File: config.mk
export PLATFORM = sky130hd
export DESIGN_NAME = xcps_sqrt
export DESIGN_NICKNAME = d
export VERILOG_FILES = /design/src/rtl/xcps_pkg.sv /design/src/rtl/xcps_sqrt.sv
export SDC_FILE = /design/constraint.sdc
export NUM_CORES = 1
export LEC_CHECK = 0
export CAP_MARGIN = 20
export CORE_MARGIN = 2
export CORE_UTILIZATION = 58
export CTS_BUF_LIST = sky130_fd_sc_hd__clkbuf_16
export DETAILED_ROUTE_END_ITERATION = 8
export DONT_BUFFER_PORTS = 1
export GPL_TIMING_DRIVEN = 0
export HOLD_SLACK_MARGIN = 0.02
export PLACE_DENSITY = 0.74
export SYNTH_ARGS = -nofsm -noshare
export SYNTH_HDL_FRONTEND = slang
export SYNTH_SLANG_ARGS = --single-unit
File: constraint.sdc
create_clock -name clk_i -period 4.3 [get_ports clk_i]
set_clock_uncertainty 0.15 [all_clocks]
set_input_delay 1.075 -clock clk_i [delete_from_list [all_inputs] [get_ports clk_i]]
set_output_delay 1.075 -clock clk_i [all_outputs]
set_load 0.01 [all_outputs]
File: src/rtl/xcps_pkg.sv
package xcps_pkg;

  // default store depth
  localparam int PARTICLE_SLOTS_DEF = 1024;

  // item kinds carried in tuser
  localparam logic [1:0] OP_WRITE = 2'd0;
  localparam logic [1:0] OP_SOLVE = 2'd1;
  localparam logic [1:0] OP_READ  = 2'd2;

  // one particle as held in the store
  typedef struct packed {
    logic [31:0] x;
    logic [31:0] y;
    logic [31:0] px;
    logic [31:0] py;
    logic [23:0] w;
    logic [30:0] r;
  } particle_t;

  localparam int PARTICLE_W = $bits(particle_t);

  // status of the iterative units
  typedef struct packed {
    logic        done;
    logic [31:0] value;
  } unit_res_t;

  // clamp to the signed 32-bit range
  function automatic logic [31:0] sat34(input logic signed [33:0] v);
    logic [31:0] res;
    if (v > 34'sh0_7FFF_FFFF) begin
      res = 32'h7FFF_FFFF;
    end else if (v < -34'sh0_8000_0000) begin
      res = 32'h8000_0000;
    end else begin
      res = v[31:0];
    end
    return res;
  endfunction

endpackage

File: src/rtl/xcps_sqrt.sv
module xcps_sqrt
  import xcps_pkg::*;
(
  input  logic        clk_i,
  input  logic        rst_ni,
  input  logic        start_i,
  input  logic [63:0] radicand_i,
  output unit_res_t   res_o
);

  logic [63:0] rad_q;
  logic [33:0] rem_q;
  logic [31:0] root_q;
  logic [4:0]  cnt_q;
  logic        busy_q, done_q;
  logic [35:0] t, trial;
  logic [33:0] rem_d;
  logic [31:0] root_d;

  // one result bit per step
  always_comb begin
    t     = {rem_q, rad_q[63:62]};
    trial = {2'b00, root_q, 2'b01};
    if (t >= trial) begin
      rem_d  = 34'(t - trial);
      root_d = {root_q[30:0], 1'b1};
    end else begin
      rem_d  = t[33:0];
      root_d = {root_q[30:0], 1'b0};
    end
  end

  always_ff @(posedge clk_i or negedge rst_ni) begin
    if (!rst_ni) begin
      busy_q <= 1'b0;
      done_q <= 1'b0;
      cnt_q  <= '0;
    end else begin
      done_q <= 1'b0;
      if (start_i) begin
        busy_q <= 1'b1;
        cnt_q  <= '0;
      end else if (busy_q) begin
        cnt_q <= cnt_q + 5'd1;
        if (cnt_q == 5'd31) begin
          busy_q <= 1'b0;
          done_q <= 1'b1;
        end
      end
    end
  end

  // datapath
  always_ff @(posedge clk_i) begin
    if (start_i) begin
      rad_q  <= radicand_i;
      rem_q  <= '0;
      root_q <= '0;
    end else if (busy_q) begin
      rad_q  <= {rad_q[61:0], 2'b00};
      rem_q  <= rem_d;
      root_q <= root_d;
    end
  end

  assign res_o.done  = done_q;
  assign res_o.value = root_q;

endmodule

==> reports/summary.txt <==
status = completed
cell taking the most area after synthesis = edfxtp_1
Comb pwr share = 45.9%
# setup viols final = 0
Final HPWL DP = 13000 um
worst r2r src = root_q[20]
H-tree level count = 4
clock root buffer = clkbuf_16
DR WL/cell = 18.2 um
fin cells = 981
die area = 0.0143 mm^2
Main synth FF type = dfxtp_1
min Tclk post-route = 3.90 ns
Mapped Area = 0.00778 mm^2
Core Footprint = 0.0132 mm^2
Final nets = 895
CTS tree = yes
fmax = 256 MHz
share of layout cells above drive strength 1 = 17.8%
CP Data Required Time = 4.47 ns
Yosys top cell area share = 24.7%
Final Hold Fails = 0
Post-CTS Setup Repair Bufs = 0
final wirelength = 17800 um
Seq/Total Area, Yosys = 44.0%
clk sinks = 137
initial antenna violation count = 0
endpoint class of the critical path = flip-flop
Post-CTS Resized = 0
hold_buf cts = 0
Syn Area/Cell = 10.1 um^2
Worst Hold Class = in -> async
Antenna Nets Post-Route = 0
site row count = 42
Synth Register Bits = 137
Tot GR Track Use = 25.6%
final non-filler cell area = 0.00863 mm^2
Seq pwr share = 28.6%
worst skew pair latency = 0.43 ns
clk slew on worst S/H paths = 0.06 ns
Pint = 3.66 mW
first-pass GRT wire length = 28800 um
worst reg2reg path depth = 12
Initial Util = 59.0%
Worst Setup EP = rem_q[25]
Rel. slew slack = 40.0%
reported max-cap violation count = 0
Mapped Cells = 772
Ys Warns = 0
Net Sw Frac = 38.7%
largest net degree at the start of global routing = 36
DP Cell Count = 949
Leakage = 3.67 nW
Via-to-Cell Ratio = 5.94
RSZ-0062 raised after global routing = false
Max Slew Vio Count = 0
Setup CP Type = reg -> reg
Top Ports = 100
PortBufs = 0
Arr. time, crit path = 4.07 ns
number of synthesized flops with an enable pin = 64
GPL Wtd Cong = 0.947
Setup crit start = root_q[20]
Clk network pwr share = 25.5%
Fin Setup TNS = 0 ns
Worst R2R End = rem_q[25]
cts bufs inserted = 17
total power = 5.96 mW
die height = 120 um
vias in the first global route = 5774
DR iter-0 viols = 373
area delta synth->final = 11.0%
maximum vdd drop = 0.000437 V
vias = 5826
DRC viols = 0
top post-synthesis cells by area = edfxtp_1 25%, dfxtp_1 17%, mux2_2 9.0%
Post-DP Area = 0.00802 mm^2
sw power = 2.30 mW
CTS Buffer Depth = 2
Tightest Pin Transition = 0.900 ns
Final period util = 90.7%
Reg2Reg Setup Slack = 0.40 ns
Die X = 120 um
1st-pass router iterations = 7
Power Dens Cells = 691 mW/mm^2
global route overflow = 0
Post-synth ARST share = 5.11%
ANT cells = 0
CP Launch Type = flip-flop
Net Count, Synth = 875
CP max FO = 10
Unique masters post-synth = 59
worst min-delay path by stage:
stage | endpoint | depth (start not counted) | slack [ns]
floorplan | rem_q[3] | 2 | 0.32
CTS | done_q | 0 | 0.18
global placement | rem_q[8] | 2 | 0.34
detailed placement | rem_q[8] | 2 | 0.35
global route | done_q | 0 | 0.18
finish | done_q | 0 | 0.19
cell usage after synthesis (all sizes together), types with 7 or more instances:
master / number
buf: 49
a21oi: 30
a311oi: 23
nand3: 7
a211oi: 8
o21ai: 22
nor3b: 7
dfxtp: 66
nand4: 8
nand2: 62
clkbuf: 26
ha: 36
nor2: 77
xnor2: 20
dfrtp: 7
a41oi: 10
o21a: 7
a21o: 19
edfxtp: 64
xor2: 12
mux2i: 35
inv: 41
mux2: 63
sequential cells by signal, summed over array words and instances, names as in the netlist:
register,count
rad_q,64
rem_q,34
root_q,32
cnt_q,5
busy_q,1
done_q,1
through the flow:
| stage | hold slack [ns] | utilization [%] | worst slack (ns) |
|---|---|---|---|
| floorplan | 0.317 | - | 1.29 |
| global route | 0.175 | 65.4 | 0.202 |
| CTS | 0.179 | 65.4 | 0.483 |
| finish | 0.187 | 65.4 | 0.401 |
| global placement | 0.338 | 60.6 | 0.534 |
| detailed placement | 0.347 | 60.8 | 0.571 |
power by group through the flow:
stage / combinational (mW) / clock [mW] / sequential (mW)
finish: 2.74 / 1.52 / 1.71
global route: 3.00 / 1.58 / 1.72
CTS: 2.69 / 1.53 / 1.70
detailed placement: 2.65 / 0 / 1.73
global placement: 2.60 / 0 / 1.72
floorplan: 2.13 / 0 / 1.68
cell usage in the layout, fill, tap and decap left out, types with 6 or more instances in the layout:
cell | Yosys | layout
a21o_1 | 19 | 19
a31oi_1 | 6 | 6
a21oi_1 | 30 | 30
nor2_1 | 77 | 77
and3_1 | 6 | 6
nand2b_1 | 6 | 6
edfxtp_1 | 64 | 64
nand3_1 | 7 | 7
clkbuf_16 | 0 | 17
xor2_1 | 12 | 12
mux2i_1 | 35 | 35
buf_1 | 7 | 7
nand2_1 | 62 | 62
o21ai_1 | 10 | 10
a211oi_1 | 8 | 8
nand4_1 | 7 | 7
o21ai_0 | 12 | 12
buf_4 | 32 | 32
dfrtp_1 | 7 | 7
clkbuf_1 | 25 | 25
dfxtp_1 | 66 | 66
nor3b_1 | 7 | 7
and2_1 | 6 | 6
buf_2 | 10 | 10
mux2_2 | 62 | 62
a311oi_1 | 22 | 22
o21a_1 | 7 | 7
inv_1 | 41 | 41
ha_1 | 36 | 36
a41oi_1 | 10 | 10
nor3_1 | 6 | 6
xnor2_1 | 20 | 20
layout make-up:
cell class / instances / area [um^2]
clock inverters: 15 / 186
flip-flops and latches: 137 / 3420
fillers: 1068 / 4560
clock buffers: 17 / 425
well taps: 176 / 220
plain buffers: 75 / 415
inverters: 41 / 154
repair buffers: 1 / 20.0
multi-input cells: 519 / 3790
cell families after synthesis:
family | after synthesis | share of synthesized area, %
AO/OA/AOI/OAI | 154 | 14.1
XOR/XNOR | 32 | 3.60
adder cells (fa/ha/maj) | 36 | 5.79
buffers and inverters | 116 | 7.32
flip-flops | 137 | 44.0
multiplexers | 98 | 13.6
AND/OR/NAND/NOR | 199 | 11.6
layer usage:
layer	vias up	track usage, %	routed length [um]
li1	2807	-	-
met3	33	6.89	1090
met5	-	0	0
met4	0	9.63	355
met2	190	43.2	8730
met1	2796	31.3	7650
critical path, stage by stage, from the launching register on:
cell	delay (ns)
dfxtp_1	0.38
inv_1	0.09
ha_1	0.39
nand4_1	0.20
or4_1	0.55
nor4_1	0.55
a2111oi_0	0.16
a21oi_1	0.17
o21bai_1	0.13
buf_2	0.28
buf_2	0.32
nand2_1	0.10
a311oi_1	0.32
No activity file was read; power rests on OpenSTA's default activity.
