<file path="src/rtl/xcps_pkg.sv">
package xcps_pkg;

  // default store depth
  localparam int PARTICLE_SLOTS_DEF = 1024;

  // item kinds carried in tuser
  localparam logic [1:0] OP_WRITE = 2'd0;
  localparam logic [1:0] OP_SOLVE = 2'd1;
  localparam logic [1:0] OP_READ  = 2'd2;

  // one particle as held in the store
  typedef struct packed {
    logic [31:0] x;
    logic [31:0] y;
    logic [31:0] px;
    logic [31:0] py;
    logic [23:0] w;
    logic [30:0] r;
  } particle_t;

  localparam int PARTICLE_W = $bits(particle_t);

  // status of the iterative units
  typedef struct packed {
    logic        done;
    logic [31:0] value;
  } unit_res_t;

  // clamp to the signed 32-bit range
  function automatic logic [31:0] sat34(input logic signed [33:0] v);
    logic [31:0] res;
    if (v > 34'sh0_7FFF_FFFF) begin
      res = 32'h7FFF_FFFF;
    end else if (v < -34'sh0_8000_0000) begin
      res = 32'h8000_0000;
    end else begin
      res = v[31:0];
    end
    return res;
  endfunction

endpackage

</file>
<file path="src/rtl/xcps_div.sv">
module xcps_div
  import xcps_pkg::*;
(
  input  logic        clk_i,
  input  logic        rst_ni,
  input  logic        start_i,
  input  logic [63:0] dividend_i,
  input  logic [32:0] divisor_i,
  output unit_res_t   res_o
);

  // quotient is known to fit 32 bits, so the upper half seeds the remainder
  logic [32:0] rem_q, dv_q;
  logic [31:0] lo_q;
  logic [4:0]  cnt_q;
  logic        busy_q, done_q;
  logic [33:0] t;
  logic [32:0] rem_d;
  logic        qbit;

  // restoring step
  always_comb begin
    t = {rem_q, lo_q[31]};
    if (t >= {1'b0, dv_q}) begin
      rem_d = 33'(t - {1'b0, dv_q});
      qbit  = 1'b1;
    end else begin
      rem_d = t[32:0];
      qbit  = 1'b0;
    end
  end

  always_ff @(posedge clk_i or negedge rst_ni) begin
    if (!rst_ni) begin
      busy_q <= 1'b0;
      done_q <= 1'b0;
      cnt_q  <= '0;
    end else begin
      done_q <= 1'b0;
      if (start_i) begin
        busy_q <= 1'b1;
        cnt_q  <= '0;
      end else if (busy_q) begin
        cnt_q <= cnt_q + 5'd1;
        if (cnt_q == 5'd31) begin
          busy_q <= 1'b0;
          done_q <= 1'b1;
        end
      end
    end
  end

  // quotient bits shift in where dividend bits leave
  always_ff @(posedge clk_i) begin
    if (start_i) begin
      rem_q <= {1'b0, dividend_i[63:32]};
      lo_q  <= dividend_i[31:0];
      dv_q  <= divisor_i;
    end else if (busy_q) begin
      rem_q <= rem_d;
      lo_q  <= {lo_q[30:0], qbit};
    end
  end

  assign res_o.done  = done_q;
  assign res_o.value = lo_q;

endmodule

</file>
<file path="config.mk">
export PLATFORM = sky130hd
export DESIGN_NAME = xcps_div
export DESIGN_NICKNAME = d
export VERILOG_FILES = /design/src/rtl/xcps_pkg.sv /design/src/rtl/xcps_div.sv
export SDC_FILE = /design/constraint.sdc
export NUM_CORES = 1
export LEC_CHECK = 0
export BUFFER_PORTS_ARGS = -buffer_cell sky130_fd_sc_hd__buf_2
export CORE_MARGIN = 3
export CORE_UTILIZATION = 60
export DETAILED_ROUTE_END_ITERATION = 6
export PLACE_DENSITY = 0.86
export SLEW_MARGIN = 0
export SYNTH_ARGS = -nofsm -noshare
export SYNTH_HDL_FRONTEND = slang
export SYNTH_SLANG_ARGS = --single-unit
</file>
<file path="constraint.sdc">
create_clock -name clk_i -period 5.1 [get_ports clk_i]
set_input_delay 0.765 -clock clk_i [delete_from_list [all_inputs] [get_ports clk_i]]
set_output_delay 0.765 -clock clk_i [all_outputs]
set_load 0.005 [all_outputs]
</file>
==> results of run 1 <==
-- sequential cells by signal, indices dropped and copies added, names as in the netlist --
name / flops
cnt_q: 5
rem_q: 33
dv_q: 33
lo_q: 32
busy_q: 1
done_q: 1
-- logic make-up (layout without fill, tap and decap cells) --
family          after synthesis  after routing  synth area share
mux                          49             49           0.08636
fa+ha+maj                    36             36           0.07233
buf+inv                      77            199           0.05138
flops                       105            105            0.4909
simple gates                111            111           0.08557
xor+xnor                     32             32           0.04427
compound gates              161            161            0.1692
-- cells in the mapped netlist (5+ instances only) --
library cell	count
sky130_fd_sc_hd__and3_1	6
sky130_fd_sc_hd__ha_1	35
sky130_fd_sc_hd__clkbuf_1	16
sky130_fd_sc_hd__o21ai_0	26
sky130_fd_sc_hd__nand2_1	25
sky130_fd_sc_hd__edfxtp_1	97
sky130_fd_sc_hd__xnor2_1	18
sky130_fd_sc_hd__a21o_1	25
sky130_fd_sc_hd__nand3_1	8
sky130_fd_sc_hd__nand4_1	10
sky130_fd_sc_hd__buf_2	5
sky130_fd_sc_hd__o21a_1	6
sky130_fd_sc_hd__dfrtp_1	7
sky130_fd_sc_hd__mux2_2	45
sky130_fd_sc_hd__xor2_1	14
sky130_fd_sc_hd__and2_1	5
sky130_fd_sc_hd__nor2_1	36
sky130_fd_sc_hd__a31oi_1	9
sky130_fd_sc_hd__nand2b_1	5
sky130_fd_sc_hd__a21oi_1	51
sky130_fd_sc_hd__inv_1	46
sky130_fd_sc_hd__a211oi_1	5
-- critical path, stage by stage (launching register included) --
cell and delay (ns):
sky130_fd_sc_hd__edfxtp_1 0.37, sky130_fd_sc_hd__inv_1 0.05, sky130_fd_sc_hd__ha_1 0.20, sky130_fd_sc_hd__inv_1 0.07, sky130_fd_sc_hd__fa_1 0.20, sky130_fd_sc_hd__a21oi_1 0.11
sky130_fd_sc_hd__o221ai_2 0.25, sky130_fd_sc_hd__a21oi_2 0.14, sky130_fd_sc_hd__a31oi_4 0.26, sky130_fd_sc_hd__a31oi_4 0.17, sky130_fd_sc_hd__o31ai_4 1.09, sky130_fd_sc_hd__a21oi_1 0.19
sky130_fd_sc_hd__mux2_2 0.32
-- stage by stage --
stage | util | instances | cell area, µm² | hold WS [ns] | total power, mW
floorplan | - | 571 | 6331 | 0.4694 | 2.869
global placement | 0.7053 | 810 | 7053 | 0.5083 | 3.228
detailed placement | 0.7053 | 810 | 7053 | 0.5331 | 3.295
CTS | 0.7230 | 826 | 7229 | 0.1737 | 3.791
global route | 0.7230 | 826 | 7229 | 0.1829 | 4.086
finish | 0.7230 | 826 | 7229 | 0.1883 | 3.809
-- area by class of cell --
cell class / count / area share
multi-input cells: 389 / 0.4024
well taps: 133 / 0.02302
flip-flops and latches: 105 / 0.4299
inverters: 47 / 0.02440
clock buffers: 10 / 0.01765
repair buffers: 136 / 0.09588
clock inverters: 6 / 0.006750
-- per-layer routing --
layer	global-route usage	up-vias
li1	-	2347
met1	0.3208	2288
met2	0.4316	184
met3	0.05861	24
met4	0.08747	0
met5	0	-
-- power breakdown --
group	internal [mW]	switching [mW]
clock network	0.185	0.303
registers	1.19	0.113
logic	0.874	1.15
-- worst min-delay path by stage --
stage,startpoint,slack (ns),end,cells past startpoint
after floorplan,rst_ni,0.47,busy_q,0
after global placement,cnt_q[4],0.51,cnt_q[4],2
after detailed placement,cnt_q[3],0.53,cnt_q[3],2
after CTS,rst_ni,0.17,cnt_q[3],1
after global routing,rst_ni,0.18,done_q,1
final,rst_ni,0.19,done_q,1
==> flow_results.org, run 1 <==
** Status
- Run status :: finished clean

** Detailed routing
- Summing over every cut layer, the via total after detailed routing is 4843.
- In the routed design, unresolved DRC markers number 0.
- In the detailed route, the total length drawn on met2 is 7091 µm.
- WL per Instance :: 17.49 µm
- After detailed routing, the wire length on met1 is 6080 µm.
- Total length of routed wires :: 14450 µm
- Number of nets with antenna violations after detailed routing :: 0
- The detailed router finished its first iteration with 260 violations.
- Detailed route wirelength on metal3 :: 967 µm
- The highest metal layer carrying signal wires in the routed design is met4.
- In the routed layout, each cell is associated on average with a via count of 5.863.
- Detailed Routing Iterations Pass 1 :: 5

** Power
- Across the VDD grid, the largest voltage drop is 0.3549 mV.
- In this run the power density over the cells is 526.8 mW/mm².
- Leakage power :: 3.215 nW

** Logic synthesis
- Post-synth top area share :: 0.4601
- Area contributors post-synth :: sky130_fd_sc_hd__edfxtp_1 (46%), sky130_fd_sc_hd__mux2_2 (8.0%), sky130_fd_sc_hd__ha_1 (6.9%)
- Synthesis produced a netlist with a net count of 707.
- Async set-reset flop share out of synthesis :: 0.06667
- Number of storage elements in the synthesis netlist :: 105
- For this run, the number of Yosys warnings is 0.
- Among all flip-flop cells after synthesis, the most frequent one is sky130_fd_sc_hd__edfxtp_1.
- Synthesis handed over a netlist of 571 instances.
- Distinct cell type count of the synthesized netlist :: 63
- In this run, synthesis inferred 97 flip-flops with an integrated enable.
- Cell type contributing the most total cell area after synthesis :: sky130_fd_sc_hd__edfxtp_1
- The mapped netlist covers 0.006331 mm².
- A synthesized cell averages 11.09 µm².
- Of the synthesized area, sequential elements account for 0.4909.

** Clocking
- Clock sink count :: 105
- Master cell of the clock root buffer :: sky130_fd_sc_hd__clkbuf_8
- Clock insertion delay at the later pin of the skew report :: 0.40 ns
- CTS hold repair buffers :: 0
- TritonCTS created 9 clock buffers.
- The clock tree synthesis step divided the H-tree into 3 levels.
- Once the clock tree was built, the resizer swapped 0 gates to a different size.
- Clock-pin slew of the registers on the worst-case setup and hold paths :: 0.10 ns
- The longest clock path from root to sink contains 2 buffers.
- TritonCTS built the clock tree.
- Once the clock tree was built, the setup fixing pass inserted 0 buffers.

** Cells and area
- Relative to the synthesized area, the layout overhead comes to 14.19%.
- Sequential cell area :: 0.003108 mm²
- Most common cell after layout, fill and taps aside :: sky130_fd_sc_hd__buf_2
- In the final layout, the multi-input gates occupy 0.002909 mm².
- Nets :: 824
- Most used cells in the layout excluding fill and tap cells :: sky130_fd_sc_hd__buf_2 (131), sky130_fd_sc_hd__edfxtp_1 (97), sky130_fd_sc_hd__a21oi_1 (51)
- Filler cell count :: 744
- Ant. Diodes :: 0
- Fraction of final layout cells with drive strength greater than 1 :: 0.2973

** Timing
- Shortest clock period the worst path allows after layout :: 3.673 ns
- Normalized max-slew margin :: 0.1556
- Final setup skew :: 0.01655 ns
- For the final routed database, the setup TNS stands at 0 ns.
- Final hold violation count :: 0
- Share of the clock period used by the worst path :: 0.7201
- Final worst setup slack :: 1.427 ns
- Transition time at the pin with the least slew margin :: 1.267 ns
- Setup violations remaining at the end of the flow were counted as 0.
- Setup repair after global routing missed its margin :: no
- Number of max-slew violations in the final report :: 0
- Fmax :: 272.3 MHz

** Critical path
- Required time of the critical path :: 5.24 ns
- Worst reg2reg startpoint :: lo_q[31]
- Of all nets on the critical path, the largest fanout is 29.
- Worst flop-to-flop path endpoint :: rem_q[17]
- Tracing the worst setup path back leads to its startpoint at lo_q[31].
- Endpoint of the worst setup timing path :: rem_q[17]
- Path depth of the worst reg2reg path :: 12
- Register-to-register path setup slack :: 1.43 ns
- Crit Path Class :: flop to flop
- Endpoint arrival time on the critical path :: 3.82 ns
- Nature of the critical path endpoint :: flop
- Element type at the critical path start :: flop

** Placement
- Setup slack after placement :: 1.442 ns
- Routability congestion estimate :: 0.9009
- Detailed placement ended at an HPWL of 10690 µm.
- Input and output buffers added on the ports amount to 132.

** GRT
- Number of global-route vias before repair :: 4865
- The number of antenna violations at the first check in global routing was 0.
- The total overflow left after global routing is 0.
- Largest net degree at the start of global routing :: 61
- Total routing usage reported by global routing :: 0.2541
- The first global-routing pass estimated 23210 µm of wire.

** Floorplan
- Initial standard-cell utilization of the core :: 0.6331
- Number of top-level pins :: 133
- Measured along the x axis, the die boundary spans 108.7 µm.
- Placement Rows :: 36
- Die H :: 108.7 µm
- The die covers 0.01182 mm².
- In this run the standard cell core region covers 0.01000 mm².

** Min path
- The tightest min-delay check is of the input pin to asynchronous set/reset pin type.

** Run
- Max-cap violations in this run came to 0.
Power figures use the tool's default switching activity.
==> run 2, diff against run 1 <==
CORE_UTILIZATION = 56   (was 60)
PLACE_DENSITY = 0.81   (was 0.86)
clock period = 3.7 ns   (was 5.1 ns; I/O delays follow)
==> flow_results.org, run 2 (synthesis gave the netlist of run 1 again) <==
** Cells and area
- The largest registers in the layout are dv_q x33, rem_q x33, lo_q x32.
- The library cell used most frequently in the layout, excluding fill and tap cells, is sky130_fd_sc_hd__buf_2.
- The cell area after layout was 0.007430 mm² (+2.8%).
- Most used cells in the layout excluding fill and tap cells :: sky130_fd_sc_hd__buf_2 (131), sky130_fd_sc_hd__edfxtp_1 (97), sky130_fd_sc_hd__a21oi_1 (51)
- The count of nets after finishing came to 827 (+0.36%).
- Ant. Diodes :: 0 (unchanged)
- Layout-stage area growth over the synthesis result :: 17.35%
- The fraction of final layout cells with drive strength greater than 1 came to 0.3032 (+0.005903).

** GRT
- Largest net degree at the start of global routing :: 64 (+4.9%)
- The via count of the first global-routing pass was 5000 (+2.8%).
- The global-route total usage across every layer was 0.2374 (-0.01673).
- Gr ovfl total :: 0 (unchanged)
- The number of antenna violations at the first check in global routing was 0 (unchanged).
- Wire length of the first global-routing pass :: 24030 µm (+3.5%)

** Placement
- Detailed placer's ending HPWL :: 10590 µm (-0.94%)
- The weighted congestion reported at the end of routability-driven placement is 0.9034 (+0.28%).
- The placement-stage cell area is 0.007109 mm² (+0.80%).
- The number of port buffers is 132 (unchanged).

** Timing
- The clock period minus worst slack was 3.429 ns (-0.2434 ns).
- The max-slew violation total from the final report came to 0 (unchanged).
- Transition time at the pin with the least slew margin :: 0.7118 ns (-0.5548 ns)
- The setup TNS was 0 ns (unchanged).
- The count of endpoints failing setup in the final report came to 0 (unchanged).
- The hold violation total from the final report is 0 (unchanged).
- Fmax :: 291.6 MHz (+7.1%)
- Setup repair after global routing left no endpoint under its margin.
- The tightest slew margin relative to the limit came to 0.5255 (+0.3698).
- Share of the clock period used by the worst path :: 0.9268 (+0.2067)
- Final setup skew :: 0.01147 ns (-0.005080 ns)

** Clocking
- # H-tree levels :: 3 (unchanged)
- CTS tree :: yes
- The post-CTS setup buffer count was 0 (unchanged).
- Clock Tree Buf Depth :: 2 (unchanged)
- The worst-skew pair later-pin latency is 0.37 ns (-0.03 ns).
- The number of sinks driven by the clock tree is 105 (unchanged).
- The clock-pin slew on the worst setup and hold paths came to 0.08 ns (-0.02 ns).
- TritonCTS Buffers :: 9 (unchanged)
- Master cell of the clock root buffer :: sky130_fd_sc_hd__clkbuf_16

** Floorplan
- The starting utilization of the core area was 0.5789 (-0.05419).
- Number of top-level pins :: 133 (unchanged)
- Core area :: 0.01094 mm² (+9.4%)
- The die width came to 112.3 µm (+3.3%).
- Placement Rows :: 38 (+5.6%)
- The floorplan die height was 112.3 µm (+3.3%).
- The die area was 0.01262 mm² (+6.7%).

** Power
- Pwr Total :: 5.600 mW (+47%)
- P per Cell Area :: 753.8 mW/mm² (+43%)
- The peak supply drop came to 0.4360 mV (+23%).
- The leakage component of the power was 3.309 nW (+2.9%).

** Critical path
- The depth of the worst register-to-register path was 13 (+1).
- Element type at the critical path start :: flop
- Required time of the critical path :: 3.79 ns (-1.45 ns)
- In this run the critical register-to-register path is launched from lo_q[31].
- The critical path is of the flop to flop type.
- Register-to-register path setup slack :: 0.27 ns (-1.16 ns)
- Worst flop-to-flop path endpoint :: rem_q[3]
- The largest fanout of any net on the critical path is 30 (+3.4%).
- Nature of the critical path endpoint :: flop
- Endpoint arrival time on the critical path :: 3.52 ns (-0.30 ns)

** Detailed routing
- The post-detailed-route via-to-cell ratio is 5.824 (-0.67%).
- The routed wire length was 14560 µm (+0.78%).
- DRT iter0 DRCs :: 376 (+45%)
- The post-detailed-route wirelength per cell is 17.42 µm (-0.42%).
- The detailed-route via count was 4869 (+0.54%).
- The detailed-route DRC error count came to 0 (unchanged).
- Number of nets with antenna violations after detailed routing :: 0 (unchanged)
- The number of detailed-route iterations in the first pass is 5 (unchanged).

** Status
- The run finished with clean final reports.

** Min path
- The path class of the tightest hold or removal check is input pin to asynchronous set/reset pin.

** Run
- Number of violations of the max-capacitance limit :: 0 (unchanged)
run 2: worst max path at each step:
stage	start	to	slack, ns	cells past startpoint
3_3_place_gp	lo_q[31]	rem_q[10]	0.22	12
3_5_place_dp	lo_q[31]	rem_q[4]	0.12	13
6_report	lo_q[31]	rem_q[3]	0.27	13
4_1_cts	lo_q[31]	rem_q[3]	0.09	13
2_1_floorplan	lo_q[31]	rem_q[17]	0.75	14
5_1_grt	lo_q[31]	rem_q[4]	0.04	13
run 2: metrics by stage:
stage	setup slack, ns	hold WS (ns)	utilization	cells
finish	0.2708	0.009185	0.6794	836
global route	0.03945	0.01615	0.6794	836
CTS	0.09081	0.009220	0.6787	836
detailed placement	0.1164	0.3993	0.6501	820
global placement	0.2239	0.3897	0.6501	820
floorplan	0.7483	0.2594	-	571
run 2: report_power, final:
group / internal, mW / leakage, nW / switching, mW
Sequential: 1.64 / 1.10 / 0.154
Clock: 0.485 / 0.148 / 0.499
Combinational: 1.24 / 2.06 / 1.59
Total: 3.36 / 3.31 / 2.24
run 2: routing by layer:
layer,global-route usage,share of wire,vias to the layer above
li1,-,-,2351
met1,0.3082,0.43,2324
met2,0.3905,0.49,173
met3,0.06685,0.065,21
met4,0.07131,0.018,0
met5,0,0,-
run 2: final cells by class:
type,instances,area (µm²)
Sequential cell,105,3108
Clock buffer,9,225.2
Clock inverter,7,87.58
Timing Repair Buffer,139,740.7
Inverter,47,176.4
Tap cell,140,175.2
Multi-Input combinational cell,389,2917
Fill cell,816,3506
run 2: timing repair:
item                                   in CTS  in global routing
setup endpoints to repair                   0                 12
endpoints found under the hold margin       0                  0
gates resized for setup                     0                  1
hold buffers                                0                  0
run 2: critical path, cell delays in order, from the launching register on:
cell and delay (ns):
sky130_fd_sc_hd__edfxtp_1 0.42, sky130_fd_sc_hd__inv_1 0.09, sky130_fd_sc_hd__ha_1 0.16, sky130_fd_sc_hd__inv_1 0.05, sky130_fd_sc_hd__fa_1 0.40, sky130_fd_sc_hd__a21oi_1 0.26
sky130_fd_sc_hd__o221ai_2 0.18, sky130_fd_sc_hd__a21oi_2 0.26, sky130_fd_sc_hd__a31oi_4 0.16, sky130_fd_sc_hd__a31oi_4 0.32, sky130_fd_sc_hd__o31a_4 0.41, sky130_fd_sc_hd__nor2_1 0.10
sky130_fd_sc_hd__a211oi_1 0.24, sky130_fd_sc_hd__a21oi_1 0.06
